[config.mk]
export PLATFORM = sky130hd
export DESIGN_NAME = uart_rx_ring_line_buffer_unit
export DESIGN_NICKNAME = d
export VERILOG_FILES = /design/src/rtl/urlb_pkg.sv /design/src/rtl/uart_rx_ring_line_buffer_unit.sv /design/src/rtl/urlb_ram.sv /design/src/rtl/urlb_dp.sv /design/src/rtl/urlb_ctrl.sv
export SDC_FILE = /design/constraint.sdc
export NUM_CORES = 2
export LEC_CHECK = 0
export BUFFER_PORTS_ARGS = -buffer_cell sky130_fd_sc_hd__buf_2
export CAP_MARGIN = 20
export CORE_MARGIN = 3
export CORE_UTILIZATION = 25
export DETAILED_ROUTE_END_ITERATION = 7
export HOLD_SLACK_MARGIN = 0.15
export PLACE_DENSITY = 0.49
export SYNTH_ARGS = -nofsm -noshare
export SYNTH_HDL_FRONTEND = slang
export SYNTH_HIERARCHICAL = 1
export SYNTH_SLANG_ARGS = --single-unit
[constraint.sdc]
create_clock -name clk_i -period 6.2 [get_ports clk_i]
set_clock_uncertainty 0.15 [all_clocks]
set_input_delay 1.24 -clock clk_i [delete_from_list [all_inputs] [get_ports clk_i]]
set_output_delay 1.24 -clock clk_i [all_outputs]
set_load 0.005 [all_outputs]
[src/rtl/urlb_pkg.sv]
// Package for the UART receive ring line buffer.
// Holds the request, result, command and status types and the fixed codes.
// No dependencies; imported by the top level, the controller and the datapath.
`default_nettype none

package urlb_pkg;

  // Request codes carried in req_type.
  localparam logic [2:0] REQ_RX_BYTE  = 3'd0;
  localparam logic [2:0] REQ_SYNC     = 3'd1;
  localparam logic [2:0] REQ_GET_CHAR = 3'd2;
  localparam logic [2:0] REQ_GET_LINE = 3'd3;
  localparam logic [2:0] REQ_FLUSH    = 3'd4;

  // Result status codes.
  localparam logic [1:0] ST_OK    = 2'd0;
  localparam logic [1:0] ST_EMPTY = 2'd1;
  localparam logic [1:0] ST_OVF   = 2'd2;

  // Line terminator characters.
  localparam logic [7:0] CH_CR = 8'h0D;
  localparam logic [7:0] CH_LF = 8'h0A;

  // Configuration register map.
  localparam int unsigned APB_AW             = 3;
  localparam logic        REG_IDX_LINE_LIMIT = 1'b0;
  localparam logic [6:0]  LINE_LIMIT_RESET   = 7'd64;
  localparam logic [6:0]  LINE_LIMIT_MAX     = 7'd64;

  // One input transaction.
  typedef struct packed {
    logic [2:0] req_type;
    logic [7:0] rx_byte;
  } req_t;

  // One result transaction.
  typedef struct packed {
    logic [1:0] status;
    logic [7:0] data_byte;
    logic       byte_valid;
    logic [7:0] line_length;
    logic       last;
  } result_t;

  // Controller states.
  typedef enum logic [1:0] {
    CS_IDLE,
    CS_GET_CHAR,
    CS_SCAN,
    CS_EMIT
  } ctl_state_e;

  // Source of the store read address.
  typedef enum logic [1:0] {
    RA_NEXT_READ,
    RA_LINE_START,
    RA_NEXT_POS
  } raddr_sel_e;

  // Kind of result loaded into the output register.
  typedef enum logic [2:0] {
    RS_FLUSH,
    RS_OVF,
    RS_EMPTY,
    RS_CHAR,
    RS_LINE_NONE,
    RS_LINE_BYTE
  } res_sel_e;

  // Commands from the controller to the datapath.
  typedef struct packed {
    logic       rx_write;
    logic       do_sync;
    logic       do_flush;
    raddr_sel_e raddr_sel;
    logic       scan_init;
    logic       scan_step;
    logic       emit_init;
    logic       emit_step;
    logic       char_commit;
    logic       res_load;
    res_sel_e   res_sel;
  } dp_cmd_t;

  // Status from the datapath to the controller.
  typedef struct packed {
    logic rx_enabled;
    logic overflow;
    logic pending_zero;
    logic match_hit;
    logic scan_last;
    logic emit_zero;
    logic emit_last;
  } dp_sts_t;

endpackage

`default_nettype wire

[src/rtl/uart_rx_ring_line_buffer_unit.sv]
// Top level of the UART receive ring line buffer: APB line_limit register,
// controller and datapath. Depends on urlb_pkg, urlb_ctrl and urlb_dp.
`default_nettype none

// Usage
// A request transaction is taken when start is high and busy is low. Receive
// byte, sync and flush complete in the accepting cycle and leave busy low, so
// such requests can follow back to back. Receive and sync give no result;
// flush gives one result in the next cycle.
// Get char gives one result: status results appear in the cycle after accept,
// a popped byte passes through the store read and then the result register.
// Get line scans the pending bytes one per cycle through the store read
// port, up to and including the LF.
// The line is then read again from its start and emitted one byte per cycle
// (at most line_limit-1 results), the last one marked by last.
// Busy stays high until the request completes; results are shown on result_o for
// exactly one cycle with result_valid_o and cannot be held off.
// Reset empties the buffer, enables reception and sets line_limit to 64;
// the byte store is not cleared and needs no clearing pass.
// line_limit is written through the APB port at byte address 0.
module uart_rx_ring_line_buffer_unit #(
  parameter int unsigned BUFFER_DEPTH = 256
) (
  input  wire logic                            clk_i,
  input  wire logic                            rst_ni,
  // Request channel.
  input  wire logic                            start,
  output logic                                 busy,
  input  wire urlb_pkg::req_t                  in_item_i,
  // Result channel.
  output logic                                 result_valid_o,
  output urlb_pkg::result_t                    result_o,
  // Configuration port.
  input  wire logic                            psel,
  input  wire logic                            penable,
  input  wire logic                            pwrite,
  input  wire logic [urlb_pkg::APB_AW-1:0]     paddr,
  input  wire logic [31:0]                     pwdata,
  output logic [31:0]                          prdata,
  output logic                                 pready
);

  import urlb_pkg::*;

  logic [6:0] line_limit_q;
  logic       reg_sel;
  dp_cmd_t    cmd;
  dp_sts_t    sts;

  // Register decode.
  assign reg_sel = (paddr[APB_AW-1:2] == REG_IDX_LINE_LIMIT);

  // line_limit register.
  always_ff @(posedge clk_i or negedge rst_ni) begin
    if (!rst_ni) begin
      line_limit_q <= LINE_LIMIT_RESET;
    end else if (psel && penable && pwrite && reg_sel) begin
      line_limit_q <= pwdata[6:0];
    end
  end

  assign pready = 1'b1;
  assign prdata = reg_sel ? {25'd0, line_limit_q} : 32'd0;

  // Request sequencing.
  urlb_ctrl u_ctrl (
    .clk_i     (clk_i),
    .rst_ni    (rst_ni),
    .start_i   (start),
    .req_type_i(in_item_i.req_type),
    .sts_i     (sts),
    .cmd_o     (cmd),
    .busy_o    (busy)
  );

  // Storage, pointers and result formatting.
  urlb_dp #(
    .BUFFER_DEPTH(BUFFER_DEPTH)
  ) u_dp (
    .clk_i       (clk_i),
    .rst_ni      (rst_ni),
    .rx_byte_i   (in_item_i.rx_byte),
    .line_limit_i(line_limit_q),
    .cmd_i       (cmd),
    .sts_o       (sts),
    .res_valid_o (result_valid_o),
    .res_o       (result_o)
  );

endmodule

`default_nettype wire

[src/rtl/urlb_ram.sv]
// Generic single-write, single-read RAM with a registered read port.
// Parameters set the word width and depth; no package dependency.
`default_nettype none

module urlb_ram #(
  parameter int unsigned WIDTH = 8,
  parameter int unsigned DEPTH = 256
) (
  input  wire logic                     clk_i,
  input  wire logic                     we_i,
  input  wire logic [$clog2(DEPTH)-1:0] waddr_i,
  input  wire logic [WIDTH-1:0]         wdata_i,
  input  wire logic [$clog2(DEPTH)-1:0] raddr_i,
  output logic      [WIDTH-1:0]         rdata_o
);

  logic [WIDTH-1:0] mem_q [DEPTH];

  // Write port.
  always_ff @(posedge clk_i) begin
    if (we_i) begin
      mem_q[waddr_i] <= wdata_i;
    end
  end

  // Registered read port.
  always_ff @(posedge clk_i) begin
    rdata_o <= mem_q[raddr_i];
  end

endmodule

`default_nettype wire

[src/rtl/urlb_dp.sv]
// Datapath of the receive ring line buffer: pointers, byte store, CR LF
// matcher, line counters and the result register. Uses urlb_pkg, urlb_ram.
`default_nettype none

module urlb_dp #(
  parameter int unsigned BUFFER_DEPTH = 256
) (
  input  wire logic              clk_i,
  input  wire logic              rst_ni,
  input  wire logic [7:0]        rx_byte_i,
  input  wire logic [6:0]        line_limit_i,
  input  wire urlb_pkg::dp_cmd_t cmd_i,
  output urlb_pkg::dp_sts_t      sts_o,
  output logic                   res_valid_o,
  output urlb_pkg::result_t      res_o
);

  import urlb_pkg::*;

  localparam int unsigned PW = $clog2(BUFFER_DEPTH);
  localparam int unsigned CW = (PW > 8) ? PW : 8;
  localparam logic [PW-1:0] LAST_POS = PW'(BUFFER_DEPTH - 1);

  function automatic logic [PW-1:0] wrap_next(input logic [PW-1:0] v);
    return (v == LAST_POS) ? '0 : v + PW'(1);
  endfunction

  // Architectural state.
  logic [PW-1:0] rd_ptr_q, wr_ptr_q, rx_pos_q;
  logic          ovf_q, rx_en_q;
  // Line scan and emit registers.
  logic [PW-1:0] start_q, pos_q, idx_q, count_q;
  logic          match_q;
  logic [5:0]    emit_left_q;
  logic [7:0]    shown_q;
  // Result register.
  logic          res_valid_q;
  result_t       res_q, res_d;

  logic [PW-1:0] next_rd, pending, raddr, line_len;
  logic [PW:0]   pending_wide;
  logic [7:0]    rdata;
  logic          byte_hit, sync_ovf;
  logic [6:0]    lim_eff;
  logic [5:0]    lim_m1, emit_cnt;
  logic [CW-1:0] len_ext;
  logic [7:0]    shown;

  // Byte store.
  urlb_ram #(
    .WIDTH(8),
    .DEPTH(BUFFER_DEPTH)
  ) u_store (
    .clk_i  (clk_i),
    .we_i   (cmd_i.rx_write),
    .waddr_i(rx_pos_q),
    .wdata_i(rx_byte_i),
    .raddr_i(raddr),
    .rdata_o(rdata)
  );

  // Pending count between the next read position and the write pointer.
  assign next_rd = wrap_next(rd_ptr_q);
  always_comb begin
    if (wr_ptr_q >= next_rd) begin
      pending_wide = {1'b0, wr_ptr_q} - {1'b0, next_rd};
    end else begin
      pending_wide = (PW+1)'(BUFFER_DEPTH) + {1'b0, wr_ptr_q} - {1'b0, next_rd};
    end
  end
  assign pending = pending_wide[PW-1:0];

  // Store read address selection.
  always_comb begin
    case (cmd_i.raddr_sel)
      RA_NEXT_READ:  raddr = next_rd;
      RA_LINE_START: raddr = start_q;
      RA_NEXT_POS:   raddr = wrap_next(pos_q);
      default:       raddr = next_rd;
    endcase
  end

  // Overflow check at sync: the read pointer lies strictly between the old
  // and the new write pointer, in either direction of travel.
  always_comb begin
    logic a_neg, b_neg, c_neg, all_nz;
    a_neg    = wr_ptr_q < rx_pos_q;
    b_neg    = rd_ptr_q < wr_ptr_q;
    c_neg    = rx_pos_q < rd_ptr_q;
    all_nz   = (wr_ptr_q != rx_pos_q) && (rd_ptr_q != wr_ptr_q) && (rx_pos_q != rd_ptr_q);
    sync_ovf = all_nz && (a_neg ^ b_neg ^ c_neg);
  end

  // CR LF matcher on the byte read for the current scan position.
  assign byte_hit = (rdata == (match_q ? CH_LF : CH_CR));

  // Line length, emitted byte count and saturated length.
  assign line_len = idx_q - PW'(1);
  assign len_ext  = CW'(line_len);
  always_comb begin
    if (line_limit_i == 7'd0) begin
      lim_eff = 7'd1;
    end else if (line_limit_i > LINE_LIMIT_MAX) begin
      lim_eff = LINE_LIMIT_MAX;
    end else begin
      lim_eff = line_limit_i;
    end
  end
  assign lim_m1   = 6'(lim_eff - 7'd1);
  assign emit_cnt = (len_ext < CW'(lim_m1)) ? len_ext[5:0] : lim_m1;
  assign shown    = (len_ext > CW'(255)) ? 8'hFF : len_ext[7:0];

  // Status toward the controller.
  always_comb begin
    sts_o.rx_enabled   = rx_en_q;
    sts_o.overflow     = ovf_q;
    sts_o.pending_zero = (pending == '0);
    sts_o.match_hit    = match_q && byte_hit;
    sts_o.scan_last    = (({1'b0, idx_q} + (PW+1)'(1)) == {1'b0, count_q});
    sts_o.emit_zero    = (emit_cnt == 6'd0);
    sts_o.emit_last    = (emit_left_q == 6'd1);
  end

  // Pointers and flags.
  always_ff @(posedge clk_i or negedge rst_ni) begin
    if (!rst_ni) begin
      rd_ptr_q <= LAST_POS;
      wr_ptr_q <= '0;
      rx_pos_q <= '0;
      ovf_q    <= 1'b0;
      rx_en_q  <= 1'b1;
    end else begin
      if (cmd_i.do_flush) begin
        rd_ptr_q <= LAST_POS;
        wr_ptr_q <= '0;
        rx_pos_q <= '0;
        ovf_q    <= 1'b0;
        rx_en_q  <= 1'b1;
      end
      if (cmd_i.rx_write) begin
        rx_pos_q <= wrap_next(rx_pos_q);
      end
      if (cmd_i.do_sync) begin
        wr_ptr_q <= rx_pos_q;
        if (sync_ovf) begin
          ovf_q   <= 1'b1;
          rx_en_q <= 1'b0;
        end
      end
      if (cmd_i.char_commit) begin
        rd_ptr_q <= next_rd;
      end
      if (cmd_i.emit_init) begin
        rd_ptr_q <= pos_q;
      end
    end
  end

  // Scan and emit working registers.
  always_ff @(posedge clk_i) begin
    if (cmd_i.scan_init) begin
      start_q <= next_rd;
      pos_q   <= next_rd;
      idx_q   <= '0;
      count_q <= pending;
      match_q <= 1'b0;
    end
    if (cmd_i.scan_step) begin
      pos_q   <= wrap_next(pos_q);
      idx_q   <= idx_q + PW'(1);
      match_q <= !match_q && byte_hit;
    end
    if (cmd_i.emit_init) begin
      pos_q       <= start_q;
      emit_left_q <= emit_cnt;
      shown_q     <= shown;
    end
    if (cmd_i.emit_step) begin
      pos_q       <= wrap_next(pos_q);
      emit_left_q <= emit_left_q - 6'd1;
    end
  end

  // Result formatting.
  always_comb begin
    res_d = '0;
    res_d.last = 1'b1;
    case (cmd_i.res_sel)
      RS_FLUSH: res_d.status = ST_OK;
      RS_OVF:   res_d.status = ST_OVF;
      RS_EMPTY: res_d.status = ST_EMPTY;
      RS_CHAR: begin
        res_d.status     = ST_OK;
        res_d.data_byte  = rdata;
        res_d.byte_valid = 1'b1;
      end
      RS_LINE_NONE: begin
        res_d.status      = ST_OK;
        res_d.line_length = shown;
      end
      RS_LINE_BYTE: begin
        res_d.status      = ST_OK;
        res_d.data_byte   = rdata;
        res_d.byte_valid  = 1'b1;
        res_d.line_length = shown_q;
        res_d.last        = (emit_left_q == 6'd1);
      end
      default: res_d.status = ST_OK;
    endcase
  end

  // Result register: strobe for one cycle per loaded result.
  always_ff @(posedge clk_i or negedge rst_ni) begin
    if (!rst_ni) begin
      res_valid_q <= 1'b0;
    end else begin
      res_valid_q <= cmd_i.res_load;
    end
  end

  always_ff @(posedge clk_i) begin
    if (cmd_i.res_load) begin
      res_q <= res_d;
    end
  end

  assign res_valid_o = res_valid_q;
  assign res_o       = res_q;

endmodule

`default_nettype wire

[src/rtl/urlb_ctrl.sv]
// Controller of the receive ring line buffer: request decode and the
// get-char, line scan and line emit sequencing. Uses urlb_pkg.
`default_nettype none

module urlb_ctrl (
  input  wire logic              clk_i,
  input  wire logic              rst_ni,
  input  wire logic              start_i,
  input  wire logic [2:0]        req_type_i,
  input  wire urlb_pkg::dp_sts_t sts_i,
  output urlb_pkg::dp_cmd_t      cmd_o,
  output logic                   busy_o
);

  import urlb_pkg::*;

  ctl_state_e state_q, state_d;

  // State register.
  always_ff @(posedge clk_i or negedge rst_ni) begin
    if (!rst_ni) begin
      state_q <= CS_IDLE;
    end else begin
      state_q <= state_d;
    end
  end

  // Next state.
  always_comb begin
    state_d = state_q;
    case (state_q)
      CS_IDLE: begin
        if (start_i && !sts_i.overflow && !sts_i.pending_zero) begin
          if (req_type_i == REQ_GET_CHAR) begin
            state_d = CS_GET_CHAR;
          end else if (req_type_i == REQ_GET_LINE) begin
            state_d = CS_SCAN;
          end
        end
      end
      CS_GET_CHAR: state_d = CS_IDLE;
      CS_SCAN: begin
        if (sts_i.match_hit) begin
          state_d = sts_i.emit_zero ? CS_IDLE : CS_EMIT;
        end else if (sts_i.scan_last) begin
          state_d = CS_IDLE;
        end
      end
      CS_EMIT: begin
        if (sts_i.emit_last) begin
          state_d = CS_IDLE;
        end
      end
      default: state_d = CS_IDLE;
    endcase
  end

  // Datapath commands.
  always_comb begin
    cmd_o           = '0;
    cmd_o.raddr_sel = RA_NEXT_READ;
    cmd_o.res_sel   = RS_FLUSH;
    case (state_q)
      CS_IDLE: begin
        if (start_i) begin
          case (req_type_i)
            REQ_RX_BYTE: cmd_o.rx_write = sts_i.rx_enabled;
            REQ_SYNC:    cmd_o.do_sync  = 1'b1;
            REQ_GET_CHAR, REQ_GET_LINE: begin
              if (sts_i.overflow) begin
                cmd_o.res_load = 1'b1;
                cmd_o.res_sel  = RS_OVF;
              end else if (sts_i.pending_zero) begin
                cmd_o.res_load = 1'b1;
                cmd_o.res_sel  = RS_EMPTY;
              end else begin
                cmd_o.scan_init = (req_type_i == REQ_GET_LINE);
              end
            end
            REQ_FLUSH: begin
              cmd_o.do_flush = 1'b1;
              cmd_o.res_load = 1'b1;
              cmd_o.res_sel  = RS_FLUSH;
            end
            default: cmd_o.rx_write = 1'b0;
          endcase
        end
      end
      CS_GET_CHAR: begin
        cmd_o.char_commit = 1'b1;
        cmd_o.res_load    = 1'b1;
        cmd_o.res_sel     = RS_CHAR;
      end
      CS_SCAN: begin
        if (sts_i.match_hit) begin
          cmd_o.raddr_sel = RA_LINE_START;
          cmd_o.emit_init = 1'b1;
          if (sts_i.emit_zero) begin
            cmd_o.res_load = 1'b1;
            cmd_o.res_sel  = RS_LINE_NONE;
          end
        end else if (sts_i.scan_last) begin
          cmd_o.res_load = 1'b1;
          cmd_o.res_sel  = RS_EMPTY;
        end else begin
          cmd_o.raddr_sel = RA_NEXT_POS;
          cmd_o.scan_step = 1'b1;
        end
      end
      CS_EMIT: begin
        cmd_o.raddr_sel = RA_NEXT_POS;
        cmd_o.emit_step = 1'b1;
        cmd_o.res_load  = 1'b1;
        cmd_o.res_sel   = RS_LINE_BYTE;
      end
      default: cmd_o.res_load = 1'b0;
    endcase
  end

  assign busy_o = (state_q != CS_IDLE);

endmodule

`default_nettype wire
# == Yosys cells after proc, flatten, opt, wreduce, memory -nomap -nowiden ==
# Memory sizes are Yosys's and may differ from the RTL's. A register that Yosys moved wholly into a read port is not among the register bits.
# Index checks and enable logic that the tools add are counted.
# totals
ff_bits,103
ram_bits,2048
input_bits,52
out_inout_bits,55
word_cells,170
mem_count,1
# memory_table
name,depth,width,read_ports,rd_clocked_by_memory_dff,wr,line_no,source
u_dp.u_store.mem_q,256,8,1,1,1,urlb_ram.sv:17,logic [WIDTH-1:0] mem_q [DEPTH];
# op_classes
addsub,11
order_cmp,7
n_eq_ne,27
muxes,73
bitwise,3
reduce_logical,28
# ops
cell,count
8-bit 2-to-1 mux,17
"8-bit by 1-bit adder with 8-bit output, second input constant",4
8-bit case mux with 2 select lines,2
6-bit 2-to-1 mux,5
"8-bit == test, second input constant",3
8-bit less-than comparator,3
1-bit 2-to-1 mux,24
4-bit 2-to-1 mux,6
8-bit != test,3
2-bit 2-to-1 mux,10
4-bit case mux with 4 select lines,1
8-bit subtractor,2
"3-bit by 2-bit == test with 1-bit output, second input constant",4
"6-bit by 1-bit subtractor with 6-bit output, second input constant",2
1-bit logical AND,10
2-bit nonzero test,5
"8-bit by 1-bit adder with 9-bit output, second input constant",1
"3-bit == test, second input constant",3
9-bit by 8-bit == test with 1-bit output,1
3-bit 2-to-1 mux,3
"1-bit by 8-bit adder with 8-bit output, first input constant",1
8-bit by 4-bit == test with 1-bit output,1
8-bit greater-or-equal comparator,1
"8-bit > comparator, second input constant",1
other kinds (27),36

# == Longest topological paths before layout ==
# logic_depth
depth_word,14
ltp_mapped,25
depth_no_buf,20

# == By module ==
# The synthesis kept the hierarchy.
# modules_own_cells
mod,instances,cells_per_inst,area_per_inst_um2,seq_area_each_um2
urlb_ram,1,3733,79556.3,61659.1
urlb_dp,1,616,6045.8,2698.8
uart_rx_ring_line_buffer_unit,1,50,543.0,176.4
urlb_ctrl,1,37,290.3,50.0

# == Worst setup path after synthesis ==
# Ideal clock, no wire load.
# synth_path
kind,reg2reg
startpoint,register u_dp.idx_q[0]
endpoint,"register u_dp.u_store.rdata_o[2], read port of u_dp.u_store.mem_q"
setup_ns,0.131
t_arrival_ns,4.732
path_slack_ns,1.187
stages_incl_launch_ff,23
period_less_slack_ns,5.013
cell_sequence,edfxtp_1 > buf_6 > inv_1 > ha_1 > xor2_1 > nor4_1 > nand3_1 > nor3_1 > nor2b_1 > or2_1 > ha_1 > clkbuf_1 > nand2_1 > o21ai_0 > buf_6 > buf_12 > buf_8 > buf_2 > mux4_2 > a22oi_1 > a21oi_1 > nor4_1 > nor4_2
# synth_lines
item,line_no,source
start: declaration,urlb_dp.sv:32,"logic [PW-1:0] start_q, pos_q, idx_q, count_q;"
start signal: assignment,urlb_dp.sv:170,idx_q <= idx_q + PW'(1);
end: declaration,urlb_ram.sv:14,output logic [WIDTH-1:0] rdata_o

==> results.py <==
metrics = {
    "hold_path": {
        "min_path_type": "input port to async pin",
    },
    "pwr": {
        "power_density_mw_per_mm2": 547,
        "power_leakage_nw": 31.2,
        "p_total_w": 0.0555,
        "vdd_drop_max_v": 0.000299,
    },
    "timing": {
        "finalCritPeriodShare": 0.950,
        "grt_setup_unrepaired": "no",
        "worst_pin_slew_ps": 1110,
        "fmax_mhz": 170,
        "setup_viol": 0,
        "post-route-min-period_ps": 5890,
        "hold_viol_final": 0,
        "drv_slew": 0,
        "setup_tns_ps": 0,
        "fin_hold_ws_ps": 358,
        "maxSlewHeadroom": 0.239,
    },
    "global_route": {
        "grt_overflow": 0,
        "grt_pass1_vias": 45000,
        "globalRouteTotalUtil": 0.130,
        "antenna_found_initial": 12,
        "grt_max_degree": 165,
        "grt_pass1_wl_mm": 336,
    },
    "detailed_routing": {
        "vias": 44400,
        "antenna_left": 0,
        "wl_mm": 235,
        "drt_iter0_drc": 4149,
        "wl_per_cell_um": 24.6,
        "drc_errors": 0,
        "drtPass1Iterations": 5,
        "via_per_inst": 4.66,
    },
    "cells_and_area": {
        "drive_gt1_frac": 0.251,
        "syn_to_final_growth_pct": 17.5,
        "stdcell_count": 9540,
        "final_util": 0.296,
        "layout_common_cells": "edfxtp_1, mux4_2, nor2_1, buf_4, clkbuf_16",
        "final_common_cell": "edfxtp_1",
        "nets": 4884,
    },
    "logic_synthesis": {
        "synth-seq-area-share": 0.747,
        "ys_warn_count": 6,
        "synth_edf_count": 2115,
        "syn_inst": 4436,
        "synth_top_area_frac": 0.735,
        "ys_ff_latch": 2159,
        "postSynthAreaPerCell_um2": 19.5,
        "synth.cell_area_mm2": 0.0864,
        "ys.flop_type": "edfxtp_1",
        "yosys-top-cells-area": "edfxtp_1, mux4_2, mux2i_1",
        "synth_cell_types": 93,
        "synth-async-reset-ratio": 0.0167,
        "synth_largest_area_cell": "edfxtp_1",
    },
    "critical_path": {
        "critPathCaptureType": "register",
        "critPathKind": "register to register",
        "critPathMaxFanout": 25,
        "required_ps": 6790,
        "cp-start-kind": "register",
        "arrival_ps": 6480,
    },
    "placed_design": {
        "hpwlAfterDp_mm": 148,
        "finalWeightedCongestion": 0.828,
        "dp_cells": 9118,
        "place.port_buffers": 53,
    },
    "die": {
        "row_count": 215,
        "die_h_um": 594,
        "die_w_um": 594,
        "io_pins": 107,
        "coreArea_mm2": 0.344,
        "start_util": 0.252,
        "dieArea_mm2": 0.353,
    },
    "job": {
        "max_cap_violations": 0,
    },
    "clock_tree": {
        "clkSlewWorstSetupHoldPaths_ps": 60,
        "cts_tree": "built",
        "clk_path_buf_depth": 3,
        "post_cts_buffers": 0,
        "cts_sinks": 2159,
        "cts-root-buf": "clkbuf_16",
        "clk_latency_ps": 860,
        "hold_buffers": 0,
        "htreeDepth": 4,
        "cts_buffers": 220,
    },
    "outcome": {
        "status": "finished, final reports clean",
    },
}
==> kinds of logic (layout without fill, tap and decap cells) <==
group           after synthesis  in the layout  synth area share
compound gates              545            545            0.0433
xor+xnor                     37             37           0.00375
fa+ha+maj                    47             47           0.00689
buf+inv                     345            862            0.0231
flops                      2159           2159             0.747
mux                         608            608             0.137
other cells                   2             32         0.0000869
simple gates                693            693            0.0391
==> where the power goes <==
| part | internal, W | leakage [nW] | switching (W) |
|---|---|---|---|
| Combinational | 0.0109 | 8.11 | 0.0145 |
| Sequential | 0.0164 | 19.5 | 0.000323 |
| Clock | 0.00768 | 3.53 | 0.00570 |
==> final cells by class <==
type	count	area [µm²]
inverter	58	218
timing repair buffer	390	3620
tap	4557	5700
clock buffer	267	5720
sequential	2159	64600
fill	33500	242000
clock inverter	147	1570
multi-input combinational	1956	20200
antenna	6	15.0
==> state kept, by name, summed over array words and instances, names as in the netlist <==
register,flops
u_dp/pos_q,8
u_dp/u_store/mem_q,2048
u_dp/ovf_q,1
line_limit_q,7
u_dp/idx_q,8
u_dp/match_q,1
u_dp/u_store/rdata_o,8
u_dp/rx_en_q,1
u_dp/emit_left_q,6
u_dp/res_valid_o,1
u_dp/res_o,20
u_dp/count_q,8
u_dp/wr_ptr_q,8
u_dp/start_q,8
u_dp/rx_pos_q,8
u_dp/rd_ptr_q,8
u_ctrl/state_q,2
u_dp/shown_q,8
==> synthesized netlist by cell type, types with 23 or more instances <==
| cell | instances |
|---|---|
| inv_1 | 57 |
| nor4_1 | 31 |
| buf_2 | 33 |
| o21ai_0 | 54 |
| a21oi_1 | 132 |
| edfxtp_1 | 2115 |
| a22oi_1 | 147 |
| clkbuf_1 | 132 |
| o22ai_1 | 32 |
| nor3_1 | 35 |
| dfrtp_1 | 26 |
| ha_1 | 46 |
| buf_6 | 23 |
| nand2_1 | 86 |
| nor2b_1 | 50 |
| nor2_1 | 322 |
| mux2i_1 | 143 |
| mux4_2 | 454 |
| nand3_1 | 53 |
| buf_4 | 56 |
| o221ai_1 | 46 |
==> final timing paths <==
| check | depth (start not counted) | slack, ps | endpoint | startpoint |
|---|---|---|---|---|
| setup reg to reg | 23 | 310 | u_dp/u_store/rdata_o[3]$_DFF_P_ | u_dp/idx_q[0]$_SDFFCE_PN0P_ |
| setup / recovery | 23 | 310 | u_dp/u_store/rdata_o[3]$_DFF_P_ | u_dp/idx_q[0]$_SDFFCE_PN0P_ |
| hold / removal | 1 | 360 | line_limit_q[5]$_DFFE_PN0P_ | rst_ni |
| min in group clk_i | 2 | 360 | u_dp/rx_en_q$_DFF_PN1_ | u_dp/rx_en_q$_DFF_PN1_ |
| hold reg to reg | 2 | 360 | u_dp/rx_en_q$_DFF_PN1_ | u_dp/rx_en_q$_DFF_PN1_ |
| max in group asynchronous | 1 | 4950 | line_limit_q[0]$_DFFE_PN0P_ | rst_ni |
==> critical path: stages, from the launching register on <==
cell,delay (ps)
edfxtp_1,480
inv_1,230
ha_1,300
xor2_1,170
nor4_1,330
nand3_1,140
nor3_2,200
nor2b_1,100
or2_1,260
ha_1,390
buf_4,180
nand2_1,90
o21ai_4,110
buf_12,240
buf_4,240
buf_12,230
buf_12,240
mux2i_1,130
o221ai_1,310
a21oi_1,140
o32ai_2,430
nor3_2,140
buf_4,150
nor4_1,320
==> per-layer routing <==
layer	wire length [µm]	vias to the layer above	global-route usage	part of all wire
li1	-	19000	-	-
met1	103000	23800	0.179	0.44
met2	109000	1343	0.205	0.46
met3	16300	313	0.0292	0.070
met4	6510	2	0.0380	0.028
met5	13	-	0	0.000055
==> through the flow <==
step	area (µm²)	setup slack, ps
floorplan	86500	1190
global placement	94200	-102
detailed placement	94200	-130
CTS	102000	53.5
global route	102000	13.8
finish	102000	308
==> timing repair <==
action | 4_1_cts | 5_1_grt
setup endpoints to repair | 3 | 8
pin swaps | 0 | 0
gates resized for setup | 7 | 10
cloned | 0 | 0
Power figures use the tool's default switching activity.
